==> src/policy_priority_request_queue_macros.svh <==
// assertion macros for the policy priority request queue
`ifndef POLICY_PRIORITY_REQUEST_QUEUE_MACROS_SVH
`define POLICY_PRIORITY_REQUEST_QUEUE_MACROS_SVH

`ifndef ASSERT_OFF
// same-cycle implication
`define PPQ_ASSERT_IMP(label, clk, rst, ante, cons) \
   label: assert property (@(posedge clk) disable iff (rst) (ante) |-> (cons)) \
      else $error("ppq assertion failed");
// next-cycle implication
`define PPQ_ASSERT_NXT(label, clk, rst, ante, cons) \
   label: assert property (@(posedge clk) disable iff (rst) (ante) |=> (cons)) \
      else $error("ppq assertion failed");
`else
`define PPQ_ASSERT_IMP(label, clk, rst, ante, cons)
`define PPQ_ASSERT_NXT(label, clk, rst, ante, cons)
`endif

`endif

==> src/ppq_pkg.sv <==
// types and constants shared by the policy priority request queue
package ppq_pkg;

   localparam int PRIO_W = 32;
   localparam int TAG_W  = 16;
   localparam int AGE_W  = 16;
   localparam int ARR_W  = 31;
   localparam int TIME_W = 32;
   localparam int CAP_W  = 5;
   localparam int POL_W  = 2;
   localparam int IDX_W  = 2;

   localparam logic OP_INSERT   = 1'b0;
   localparam logic OP_DISPATCH = 1'b1;

   localparam logic [IDX_W-1:0] REG_QUEUE_POLICY    = 2'd0;
   localparam logic [IDX_W-1:0] REG_CAPACITY_IN_USE = 2'd1;
   localparam logic [IDX_W-1:0] REG_START_TIME_MS   = 2'd2;

   localparam logic [POL_W-1:0] POLICY_FIFO        = 2'd0;
   localparam logic [POL_W-1:0] POLICY_FAVOR_PICS  = 2'd1;
   localparam logic [POL_W-1:0] POLICY_FAVOR_HTML  = 2'd2;

   localparam logic [CAP_W-1:0] CAPACITY_RESET = 5'd16;
   localparam logic [AGE_W-1:0] AGE_MAX        = 16'hFFFF;

   typedef enum logic [1:0] {
      ST_INSERTED   = 2'd0,
      ST_FULL       = 2'd1,
      ST_EMPTY      = 2'd2,
      ST_DISPATCHED = 2'd3
   } status_type;

   typedef struct packed {
      logic signed [PRIO_W-1:0] prio;
      logic [TAG_W-1:0]         tag;
      logic [AGE_W-1:0]         age;
   } slot_type;

   typedef struct packed {
      logic                     ins;
      logic                     pop;
      logic signed [PRIO_W-1:0] prio;
      logic [TAG_W-1:0]         tag;
   } cmd_type;

   // int_max - a is the bitwise complement of a over 31 bits
   function automatic logic signed [PRIO_W-1:0] calc_prio(
      input logic [POL_W-1:0] policy,
      input logic [ARR_W-1:0] arrival,
      input logic             html
   );
      logic signed [PRIO_W-1:0] high;
      logic signed [PRIO_W-1:0] low;
      logic signed [PRIO_W-1:0] res;
      high = {1'b0, ~arrival};
      low  = -$signed({1'b0, arrival});
      case (policy)
         POLICY_FIFO:       res = high;
         POLICY_FAVOR_PICS: res = html ? low : high;
         POLICY_FAVOR_HTML: res = html ? high : low;
         default:           res = '0;
      endcase
      return res;
   endfunction

endpackage

==> src/ppq_req_if.sv <==
// request channel of the priority queue
interface ppq_req_if;
   logic                            valid;
   logic                            ready;
   logic                            operation;
   logic [ppq_pkg::ARR_W-1:0]       arrival_number;
   logic                            is_html;
   logic [ppq_pkg::TAG_W-1:0]       entry_tag;
   logic [ppq_pkg::TIME_W-1:0]      now_ms;

   modport source (output valid, operation, arrival_number, is_html, entry_tag, now_ms,
                   input ready);
   modport sink (input valid, operation, arrival_number, is_html, entry_tag, now_ms,
                 output ready);
endinterface

==> src/ppq_rsp_if.sv <==
// response channel of the priority queue
interface ppq_rsp_if;
   logic                       valid;
   logic                       ready;
   logic [1:0]                 status;
   logic [ppq_pkg::TAG_W-1:0]  out_tag;
   logic [ppq_pkg::AGE_W-1:0]  out_age;
   logic [ppq_pkg::TIME_W-1:0] dispatch_sequence;
   logic [ppq_pkg::TIME_W-1:0] dispatch_delay_ms;

   modport source (output valid, status, out_tag, out_age, dispatch_sequence,
                   dispatch_delay_ms, input ready);
   modport sink (input valid, status, out_tag, out_age, dispatch_sequence,
                 dispatch_delay_ms, output ready);
endinterface

==> src/ppq_csr_if.sv <==
// register write channel of the priority queue
interface ppq_csr_if;
   logic                       valid;
   logic                       ready;
   logic [ppq_pkg::IDX_W-1:0]  index;
   logic [ppq_pkg::TIME_W-1:0] data;

   modport source (output valid, index, data, input ready);
   modport sink (input valid, index, data, output ready);
endinterface

==> src/ppq_cell.sv <==
// one slot of the sorted queue row
module ppq_cell (
   input  logic              clock,
   input  ppq_pkg::cmd_type  cmd,
   input  logic              occ,
   input  logic              prev_le,
   input  ppq_pkg::slot_type prev_slot,
   input  ppq_pkg::slot_type next_slot,
   output ppq_pkg::slot_type slot,
   output logic              le
);

   ppq_pkg::slot_type slot_ff;
   ppq_pkg::slot_type slot_in;

   // occupied and not above the new priority: moves down and ages
   assign le   = occ && ($signed(slot_ff.prio) <= $signed(cmd.prio));
   assign slot = slot_ff;

   always_comb begin
      slot_in = slot_ff;
      if (cmd.pop) begin
         slot_in = next_slot;
      end else if (cmd.ins) begin
         if (prev_le) begin
            slot_in = prev_slot;
            if (prev_slot.age != ppq_pkg::AGE_MAX) begin
               slot_in.age = prev_slot.age + 1'b1;
            end
         end else if (le || !occ) begin
            slot_in.prio = cmd.prio;
            slot_in.tag  = cmd.tag;
            slot_in.age  = '0;
         end
      end
   end

   always_ff @(posedge clock) begin
      slot_ff <= slot_in;
   end

endmodule

==> src/policy_priority_request_queue.sv <==
// top level of the policy priority request queue
//
//   channel  dir  handshake      beat
//   req      in   valid/ready    operation, arrival, kind, tag, time
//   rsp      out  valid/ready    status, tag, age, sequence, delay
//   csr      in   valid/ready    register index and write data
//
// one beat per cycle: a request is accepted and its response is in the
// output register at the next edge; the whole insert or pop is one pass
// across the row of cells, set by the 32-bit priority compare in each cell
// reset is synchronous; it empties the queue and restores register defaults
// req is held off only while a response waits and rsp is stalled
`include "policy_priority_request_queue_macros.svh"

module policy_priority_request_queue #(
   parameter int QUEUE_DEPTH = 16
) (
   input logic clock,
   input logic reset,
   ppq_req_if.sink   req_if,
   ppq_rsp_if.source rsp_if,
   ppq_csr_if.sink   csr_if
);

   // occupancy count needs to hold the full depth
   localparam int CW   = $clog2(QUEUE_DEPTH + 1);
   localparam int CMPW = (CW > ppq_pkg::CAP_W) ? CW : ppq_pkg::CAP_W;

   // configuration registers
   logic [ppq_pkg::POL_W-1:0]  policy_ff;
   logic [ppq_pkg::CAP_W-1:0]  capacity_ff;
   logic [ppq_pkg::TIME_W-1:0] start_ff;

   // queue control
   logic [CW-1:0]              count_ff;
   logic [CW-1:0]              count_in;
   logic [ppq_pkg::TIME_W-1:0] disp_cnt_ff;
   logic [ppq_pkg::TIME_W-1:0] disp_cnt_in;

   // response register
   logic                       rsp_valid_ff;
   logic                       rsp_valid_in;
   ppq_pkg::status_type        status_ff;
   ppq_pkg::status_type        status_in;
   logic [ppq_pkg::TAG_W-1:0]  tag_ff;
   logic [ppq_pkg::TAG_W-1:0]  tag_in;
   logic [ppq_pkg::AGE_W-1:0]  age_ff;
   logic [ppq_pkg::AGE_W-1:0]  age_in;
   logic [ppq_pkg::TIME_W-1:0] seq_ff;
   logic [ppq_pkg::TIME_W-1:0] seq_in;
   logic [ppq_pkg::TIME_W-1:0] delay_ff;
   logic [ppq_pkg::TIME_W-1:0] delay_in;

   logic              accept;
   logic              is_full;
   logic              is_empty;
   ppq_pkg::cmd_type  cmd;

   // chain wiring between cells
   ppq_pkg::slot_type cell_slot [QUEUE_DEPTH];
   logic              cell_le   [QUEUE_DEPTH];

   // output register frees as soon as its beat is taken
   assign req_if.ready = !rsp_valid_ff || rsp_if.ready;
   assign accept       = req_if.valid && req_if.ready;
   assign csr_if.ready = 1'b1;

   // full when at the programmed capacity or at the physical depth
   assign is_full  = (CMPW'(count_ff) >= CMPW'(capacity_ff)) ||
                     (count_ff == CW'(QUEUE_DEPTH));
   assign is_empty = (count_ff == '0);

   // command broadcast to every cell
   always_comb begin
      cmd.ins  = accept && (req_if.operation == ppq_pkg::OP_INSERT) && !is_full;
      cmd.pop  = accept && (req_if.operation == ppq_pkg::OP_DISPATCH) && !is_empty;
      cmd.prio = ppq_pkg::calc_prio(policy_ff, req_if.arrival_number, req_if.is_html);
      cmd.tag  = req_if.entry_tag;
   end

   // cell 0 holds the highest priority, ties with the newest entry first
   for (genvar i = 0; i < QUEUE_DEPTH; i++) begin : g_cell
      logic              prev_le;
      ppq_pkg::slot_type prev_slot;
      ppq_pkg::slot_type next_slot;

      if (i == 0) begin : g_first
         assign prev_le   = 1'b0;
         assign prev_slot = cell_slot[i];
      end else begin : g_mid
         assign prev_le   = cell_le[i-1];
         assign prev_slot = cell_slot[i-1];
      end

      if (i == QUEUE_DEPTH - 1) begin : g_last
         assign next_slot = cell_slot[i];
      end else begin : g_inner
         assign next_slot = cell_slot[i+1];
      end

      ppq_cell u_cell (
         .clock     (clock),
         .cmd       (cmd),
         .occ       (CW'(i) < count_ff),
         .prev_le   (prev_le),
         .prev_slot (prev_slot),
         .next_slot (next_slot),
         .slot      (cell_slot[i]),
         .le        (cell_le[i])
      );
   end

   // next count, counter and response
   always_comb begin
      count_in     = count_ff;
      disp_cnt_in  = disp_cnt_ff;
      rsp_valid_in = rsp_valid_ff;
      status_in    = status_ff;
      tag_in       = tag_ff;
      age_in       = age_ff;
      seq_in       = seq_ff;
      delay_in     = delay_ff;

      if (rsp_if.ready) begin
         rsp_valid_in = 1'b0;
      end

      if (accept) begin
         rsp_valid_in = 1'b1;
         tag_in       = '0;
         age_in       = '0;
         seq_in       = '0;
         delay_in     = '0;
         if (req_if.operation == ppq_pkg::OP_INSERT) begin
            if (is_full) begin
               status_in = ppq_pkg::ST_FULL;
            end else begin
               status_in = ppq_pkg::ST_INSERTED;
               count_in  = count_ff + 1'b1;
            end
         end else if (is_empty) begin
            status_in = ppq_pkg::ST_EMPTY;
         end else begin
            // pop the head cell
            status_in   = ppq_pkg::ST_DISPATCHED;
            count_in    = count_ff - 1'b1;
            tag_in      = cell_slot[0].tag;
            age_in      = cell_slot[0].age;
            seq_in      = disp_cnt_ff;
            delay_in    = req_if.now_ms - start_ff;
            disp_cnt_in = disp_cnt_ff + 1'b1;
         end
      end
   end

   always_ff @(posedge clock) begin
      if (reset) begin
         policy_ff    <= ppq_pkg::POLICY_FIFO;
         capacity_ff  <= ppq_pkg::CAPACITY_RESET;
         start_ff     <= '0;
         count_ff     <= '0;
         disp_cnt_ff  <= '0;
         rsp_valid_ff <= 1'b0;
      end else begin
         count_ff     <= count_in;
         disp_cnt_ff  <= disp_cnt_in;
         rsp_valid_ff <= rsp_valid_in;
         // register writes; unknown indexes are dropped
         if (csr_if.valid && csr_if.ready) begin
            case (csr_if.index)
               ppq_pkg::REG_QUEUE_POLICY:    policy_ff   <= csr_if.data[ppq_pkg::POL_W-1:0];
               ppq_pkg::REG_CAPACITY_IN_USE: capacity_ff <= csr_if.data[ppq_pkg::CAP_W-1:0];
               ppq_pkg::REG_START_TIME_MS:   start_ff    <= csr_if.data;
               default: ;
            endcase
         end
      end
   end

   // response payload needs no reset
   always_ff @(posedge clock) begin
      status_ff <= status_in;
      tag_ff    <= tag_in;
      age_ff    <= age_in;
      seq_ff    <= seq_in;
      delay_ff  <= delay_in;
   end

   assign rsp_if.valid             = rsp_valid_ff;
   assign rsp_if.status            = status_ff;
   assign rsp_if.out_tag           = tag_ff;
   assign rsp_if.out_age           = age_ff;
   assign rsp_if.dispatch_sequence = seq_ff;
   assign rsp_if.dispatch_delay_ms = delay_ff;

   // occupancy never passes the row length
   `PPQ_ASSERT_IMP(a_count_bound, clock, reset, 1'b1, count_ff <= CW'(QUEUE_DEPTH))
   // an accepted insert that fits grows the queue by one
   `PPQ_ASSERT_NXT(a_insert_grows, clock, reset, cmd.ins,
                   (count_ff == $past(count_ff) + 1'b1) && (status_ff == ppq_pkg::ST_INSERTED))
   // a dispatch from an empty queue reports empty and leaves the counter alone
   `PPQ_ASSERT_NXT(a_empty_pop, clock, reset,
                   accept && (req_if.operation == ppq_pkg::OP_DISPATCH) && is_empty,
                   (status_ff == ppq_pkg::ST_EMPTY) && (disp_cnt_ff == $past(disp_cnt_ff)))
   // each real dispatch advances the sequence counter by one
   `PPQ_ASSERT_NXT(a_pop_counts, clock, reset, cmd.pop,
                   (disp_cnt_ff == $past(disp_cnt_ff) + 1'b1) &&
                   (seq_ff == $past(disp_cnt_ff)))

endmodule
==> src/flat_wrapper.sv <==
// flat-port wrapper written by rule: the top's interface ports become plain ports
module policy_priority_request_queue_flat 
#(
   parameter int QUEUE_DEPTH = 16
)
  (clock, reset, req_if_valid, req_if_operation, req_if_arrival_number, req_if_is_html, req_if_entry_tag, req_if_now_ms, req_if_ready, rsp_if_valid, rsp_if_status, rsp_if_out_tag, rsp_if_out_age, rsp_if_dispatch_sequence, rsp_if_dispatch_delay_ms, rsp_if_ready, csr_if_valid, csr_if_index, csr_if_data, csr_if_ready);
  ppq_req_if req_if_i ();
  ppq_rsp_if rsp_if_i ();
  ppq_csr_if csr_if_i ();
  input logic clock;
  input logic reset;
  input wire logic [$bits(req_if_i.valid)-1:0] req_if_valid;
  input wire logic [$bits(req_if_i.operation)-1:0] req_if_operation;
  input wire logic [$bits(req_if_i.arrival_number)-1:0] req_if_arrival_number;
  input wire logic [$bits(req_if_i.is_html)-1:0] req_if_is_html;
  input wire logic [$bits(req_if_i.entry_tag)-1:0] req_if_entry_tag;
  input wire logic [$bits(req_if_i.now_ms)-1:0] req_if_now_ms;
  output wire logic [$bits(req_if_i.ready)-1:0] req_if_ready;
  output wire logic [$bits(rsp_if_i.valid)-1:0] rsp_if_valid;
  output wire logic [$bits(rsp_if_i.status)-1:0] rsp_if_status;
  output wire logic [$bits(rsp_if_i.out_tag)-1:0] rsp_if_out_tag;
  output wire logic [$bits(rsp_if_i.out_age)-1:0] rsp_if_out_age;
  output wire logic [$bits(rsp_if_i.dispatch_sequence)-1:0] rsp_if_dispatch_sequence;
  output wire logic [$bits(rsp_if_i.dispatch_delay_ms)-1:0] rsp_if_dispatch_delay_ms;
  input wire logic [$bits(rsp_if_i.ready)-1:0] rsp_if_ready;
  input wire logic [$bits(csr_if_i.valid)-1:0] csr_if_valid;
  input wire logic [$bits(csr_if_i.index)-1:0] csr_if_index;
  input wire logic [$bits(csr_if_i.data)-1:0] csr_if_data;
  output wire logic [$bits(csr_if_i.ready)-1:0] csr_if_ready;
  assign req_if_i.valid = req_if_valid;
  assign req_if_i.operation = req_if_operation;
  assign req_if_i.arrival_number = req_if_arrival_number;
  assign req_if_i.is_html = req_if_is_html;
  assign req_if_i.entry_tag = req_if_entry_tag;
  assign req_if_i.now_ms = req_if_now_ms;
  assign req_if_ready = req_if_i.ready;
  assign rsp_if_valid = rsp_if_i.valid;
  assign rsp_if_status = rsp_if_i.status;
  assign rsp_if_out_tag = rsp_if_i.out_tag;
  assign rsp_if_out_age = rsp_if_i.out_age;
  assign rsp_if_dispatch_sequence = rsp_if_i.dispatch_sequence;
  assign rsp_if_dispatch_delay_ms = rsp_if_i.dispatch_delay_ms;
  assign rsp_if_i.ready = rsp_if_ready;
  assign csr_if_i.valid = csr_if_valid;
  assign csr_if_i.index = csr_if_index;
  assign csr_if_i.data = csr_if_data;
  assign csr_if_ready = csr_if_i.ready;
  policy_priority_request_queue #(.QUEUE_DEPTH(QUEUE_DEPTH)) u_core (.clock(clock), .reset(reset), .req_if(req_if_i), .rsp_if(rsp_if_i), .csr_if(csr_if_i));
endmodule
==> config.mk <==
export PLATFORM = sky130hd
export DESIGN_NAME = policy_priority_request_queue_flat
export DESIGN_NICKNAME = d
export VERILOG_FILES = /design/src/ppq_pkg.sv /design/src/ppq_req_if.sv /design/src/ppq_rsp_if.sv /design/src/ppq_csr_if.sv /design/src/ppq_cell.sv /design/src/policy_priority_request_queue.sv /design/src/flat_wrapper.sv
export VERILOG_INCLUDE_DIRS = /design/src /design/src/src
export SDC_FILE = /design/constraint.sdc
export NUM_CORES = 2
export LEC_CHECK = 0
export BUFFER_PORTS_ARGS = -buffer_cell sky130_fd_sc_hd__buf_2
export CAP_MARGIN = 40
export CORE_MARGIN = 3
export CORE_UTILIZATION = 62
export DETAILED_ROUTE_END_ITERATION = 10
export GPL_TIMING_DRIVEN = 1
export PLACE_DENSITY_LB_ADDON = 0.3
export RECOVER_POWER = 50
export SLEW_MARGIN = 0
export SYNTH_ARGS = -nofsm -noshare
export SYNTH_HDL_FRONTEND = slang
export SYNTH_SLANG_ARGS = --single-unit
==> constraint.sdc <==
create_clock -name clock -period 20.3 [get_ports clock]
set_input_delay 1.015 -clock clock [delete_from_list [all_inputs] [get_ports clock]]
set_output_delay 1.015 -clock clock [all_outputs]
set_load 0.01 [all_outputs]
==> flow_summary.ini <==
[clock_tree]
numCtsBuffers = 136
cts_tree = done
cts.sinks = 1199
cts_max_path_buffers = 3
post_cts_resized = 0
htree_num_levels = 4
cts-root-buf = clkbuf_16
postCtsHoldBufs = 0
post_cts_buffers = 0
insertion_delay_ns = 0.79
path_clk_slew_ns = 0.06

[worst_hold_path]
whs_endpoint = u_core.start_ff[2]
hold_class = reg2reg
min_path_cells = 2
hold_start = u_core.start_ff[2]

[drt]
drtIter0Drc = 8345
firstDrtPassIters = 8
via_count = 61100
route.detailed.drc = 0
via_per_inst = 6.67
wl_mm = 230
routedWlPerCell_um = 25.1
ant_nets = 0

[sta]
max_freq_mhz = 76.5
slew_viol_final = 1947
tightest_slew_ns = 3.85
fin_skew_ns = 0.0267
hold_slack_ns = 0.459
fin_crit_ns = 13.06
finalSetupViolCount = 0
tns_ns = 0
max-slew-margin-rel_pct = -157
timing.final.crit_share_pct = 64.4
grt_setup_unrepaired = false
finalHoldViolations = 0

[setup_path]
cpMaxStageDelayCell = clkbuf_1
path_delay_family = buffers and inverters
cp-end-kind = register
r2r-end = u_core.g_cell[5].u_cell.slot[59]
cp_data_arrival_time_ns = 13.54
cp_num_buf_inv = 7
r2r_setup_slack_ns = 7.28
max_stage_delay_ns = 2.53
crit_fanout = 97
crit_path_start_kind = input pin
reg2reg_depth = 10
crit_type = in2reg
crit_top_cell = clkbuf_1
timing.rr.start = u_core.rsp_if.valid
cp.required_ns = 20.78
crit_chain = buf_2, nand2b_1, and2_0, and3_1, clkbuf_1, clkbuf_1, buf_16, clkbuf_1, clkbuf_1, buf_4, o21ai_0

[global_route]
antenna_found_initial = 10
grt_pass1_wl_mm = 345
grt_overflow = 0
grt_pass1_vias = 57800
grt_max_degree = 281
track_usage_pct = 35.5

[logic_synthesis]
syn_nets = 8064
synth.distinct_cells = 91
synthesis.area_sq_um = 74800
synth_edf_count = 1122
syn_avg_cell_area_sq_um = 10.1
synth_compound_area_share_pct = 13.5
synthSimpleGateAreaFrac_pct = 14.6
yosys-top-cells-area = edfxtp_1 45%, ha_1 9.5%, mux2i_1 9.1%
ys_warn_count = 0
synthMuxAreaShare_pct = 9.90
synth-xor-area-share_pct = 2.22
ys.flop_type = edfxtp_1
ys_seq_area_share_pct = 47.1
syn_inst = 7375
synthArstFlopShare_pct = 0
synthAdderAreaFrac_pct = 9.53
yosys.area.top_type = edfxtp_1
synth_top_area_share_pct = 45.0
synth_top_family_by_area = simple AND/OR/NAND/NOR gates
ys_seq_elements = 1199

[power]
power.density_nw_per_um2 = 120
peakVddDrop_uv = 98.9
p_total_mw = 9.76
p_leak_nw = 32.5

[floorplan]
die_h_um = 353
core_area_sq_um = 119000
die_x_um = 353
dieArea_sq_um = 125000
ios = 221
rows = 126
start_util_pct = 62.9

[placed_design]
hpwl_mm = 159
io_buffers = 219
dp.cells = 8917
gp_congestion = 1.06

[status]
violations = capacitance limit, slew limit
status = finished with violations

[final_layout]
fin_cells = 9165
seq_area_sq_um = 35200
n_fill_cell = 9071
drive_gt1_share_pct = 6.93
multiInputGateArea_sq_um = 37400
finalNetCount = 8145
area_growth_pct = 9.14

[run]
maxCapViolations = 48
==> cells in the mapped netlist, types with 11 or more instances <==
cell	n
and3_1	115
nor2_1	292
o211ai_1	49
edfxtp_1	1122
a21o_1	47
nand2_1	1236
nor4_1	48
o31ai_1	171
a221oi_1	22
nand3b_1	13
ha_1	568
a21oi_1	416
xnor2_1	61
or3_1	30
o41ai_1	39
buf_2	67
xor2_1	129
dfxtp_1	77
a211o_1	12
a211oi_1	24
o21ai_0	776
a31oi_1	29
buf_1	18
mux2_2	50
clkbuf_1	341
o21ai_1	11
nand2b_1	19
nor3_1	112
o21a_1	28
nand4_1	165
inv_1	138
nand3_1	210
mux2i_1	679
or2_2	16
nor2b_1	24
nor3b_1	13
and4_1	18
and2_1	33
==> state kept, by name, indices dropped and copies added, names as in the netlist <==
name	count
u_core.rsp_if.out_age	16
u_core.rsp_if.dispatch_delay_ms	32
u_core.rsp_if.status	2
u_core.rsp_if.valid	1
u_core.policy_ff	2
u_core.count_ff	5
u_core.disp_cnt_ff	32
u_core.g_cell.u_cell.slot	1024
u_core.capacity_ff	5
u_core.start_ff	32
u_core.rsp_if.dispatch_sequence	32
u_core.rsp_if.out_tag	16
==> through the flow <==
step / setup WS, ns / utilization (%) / instance area, sq um
2_1_floorplan: 10.02 / - / 74800
3_3_place_gp: 11.16 / 65.1 / 77400
3_5_place_dp: 11.60 / 65.7 / 78000
4_1_cts: 12.40 / 69.2 / 82300
5_1_grt: 6.26 / 68.7 / 81700
6_report: 7.24 / 68.7 / 81700
==> cell families (layout without fill, tap and decap cells) <==
kind of cell / Yosys count / in the layout
xor+xnor: 190 / 190
other cells: 1 / 6
fa+ha+maj: 569 / 569
flops: 1199 / 1199
buf+inv: 579 / 764
mux: 732 / 732
compound gates: 1722 / 1722
simple gates: 2383 / 2383
==> metal layers <==
layer  part of all wire [%]  global-route usage, %  routed length (um)
met2                     44                   54.2              100000
met3                     10                   7.29               23600
met5                  0.012                      0                  27
met4                    5.7                   18.5               13000
met1                     40                   48.1               92500
==> layout by cell type, fill, tap and decap left out, types with 24 or more instances in the layout <==
| cell type | count |
|---|---|
| or3_1 | 30 |
| mux2_2 | 50 |
| nor4_1 | 48 |
| nor2_1 | 291 |
| a21o_1 | 47 |
| o211ai_1 | 49 |
| mux2i_1 | 679 |
| o21ai_0 | 778 |
| buf_2 | 121 |
| a21oi_1 | 415 |
| clkinv_2 | 24 |
| inv_1 | 138 |
| nand2_1 | 1235 |
| o41ai_1 | 39 |
| nand3_1 | 210 |
| edfxtp_1 | 1122 |
| a31oi_1 | 27 |
| nor3_1 | 110 |
| ha_1 | 568 |
| clkbuf_16 | 142 |
| xnor2_1 | 61 |
| clkbuf_1 | 185 |
| and3_1 | 115 |
| xor2_1 | 129 |
| buf_4 | 86 |
| nor2b_1 | 24 |
| nand4_1 | 165 |
| dfxtp_1 | 77 |
| o21a_1 | 28 |
| o31ai_1 | 171 |
| a211oi_1 | 24 |
==> worst min-delay path, cell delays in order, from the launching register on <==
cell     delay [ns]
dfxtp_1        0.31
nand2_1        0.05
a21oi_1        0.05
==> where the power goes <==
group | internal (mW) | switching, mW | leakage, nW
logic | 1.11 | 2.09 | 19.1
clock network | 1.36 | 1.04 | 2.08
registers | 3.62 | 0.535 | 11.3
total | 6.10 | 3.67 | 32.5
==> cell type report <==
cell class / instances / area share [%]
inverter: 139 / 0.639
tap: 1600 / 2.45
multi-input combinational: 5597 / 45.8
timing repair buffer: 383 / 2.80
antenna: 5 / 0.0153
clock inverter: 62 / 0.593
clock buffer: 180 / 4.59
sequential: 1199 / 43.1
==> worst max-delay path by stage <==
stage,to,startpoint,cells after the start
global route,u_core.g_cell[6].u_cell.slot[55],rsp_if_ready,11
floorplan,u_core.g_cell[14].u_cell.slot[0],rsp_if_ready,5
detailed placement,u_core.g_cell[9].u_cell.slot[30],req_if_is_html,20
finish,u_core.g_cell[5].u_cell.slot[59],rsp_if_ready,11
global placement,u_core.g_cell[8].u_cell.slot[35],req_if_is_html,17
CTS,u_core.g_cell[9].u_cell.slot[23],req_if_is_html,20
Power figures use the tool's default switching activity.
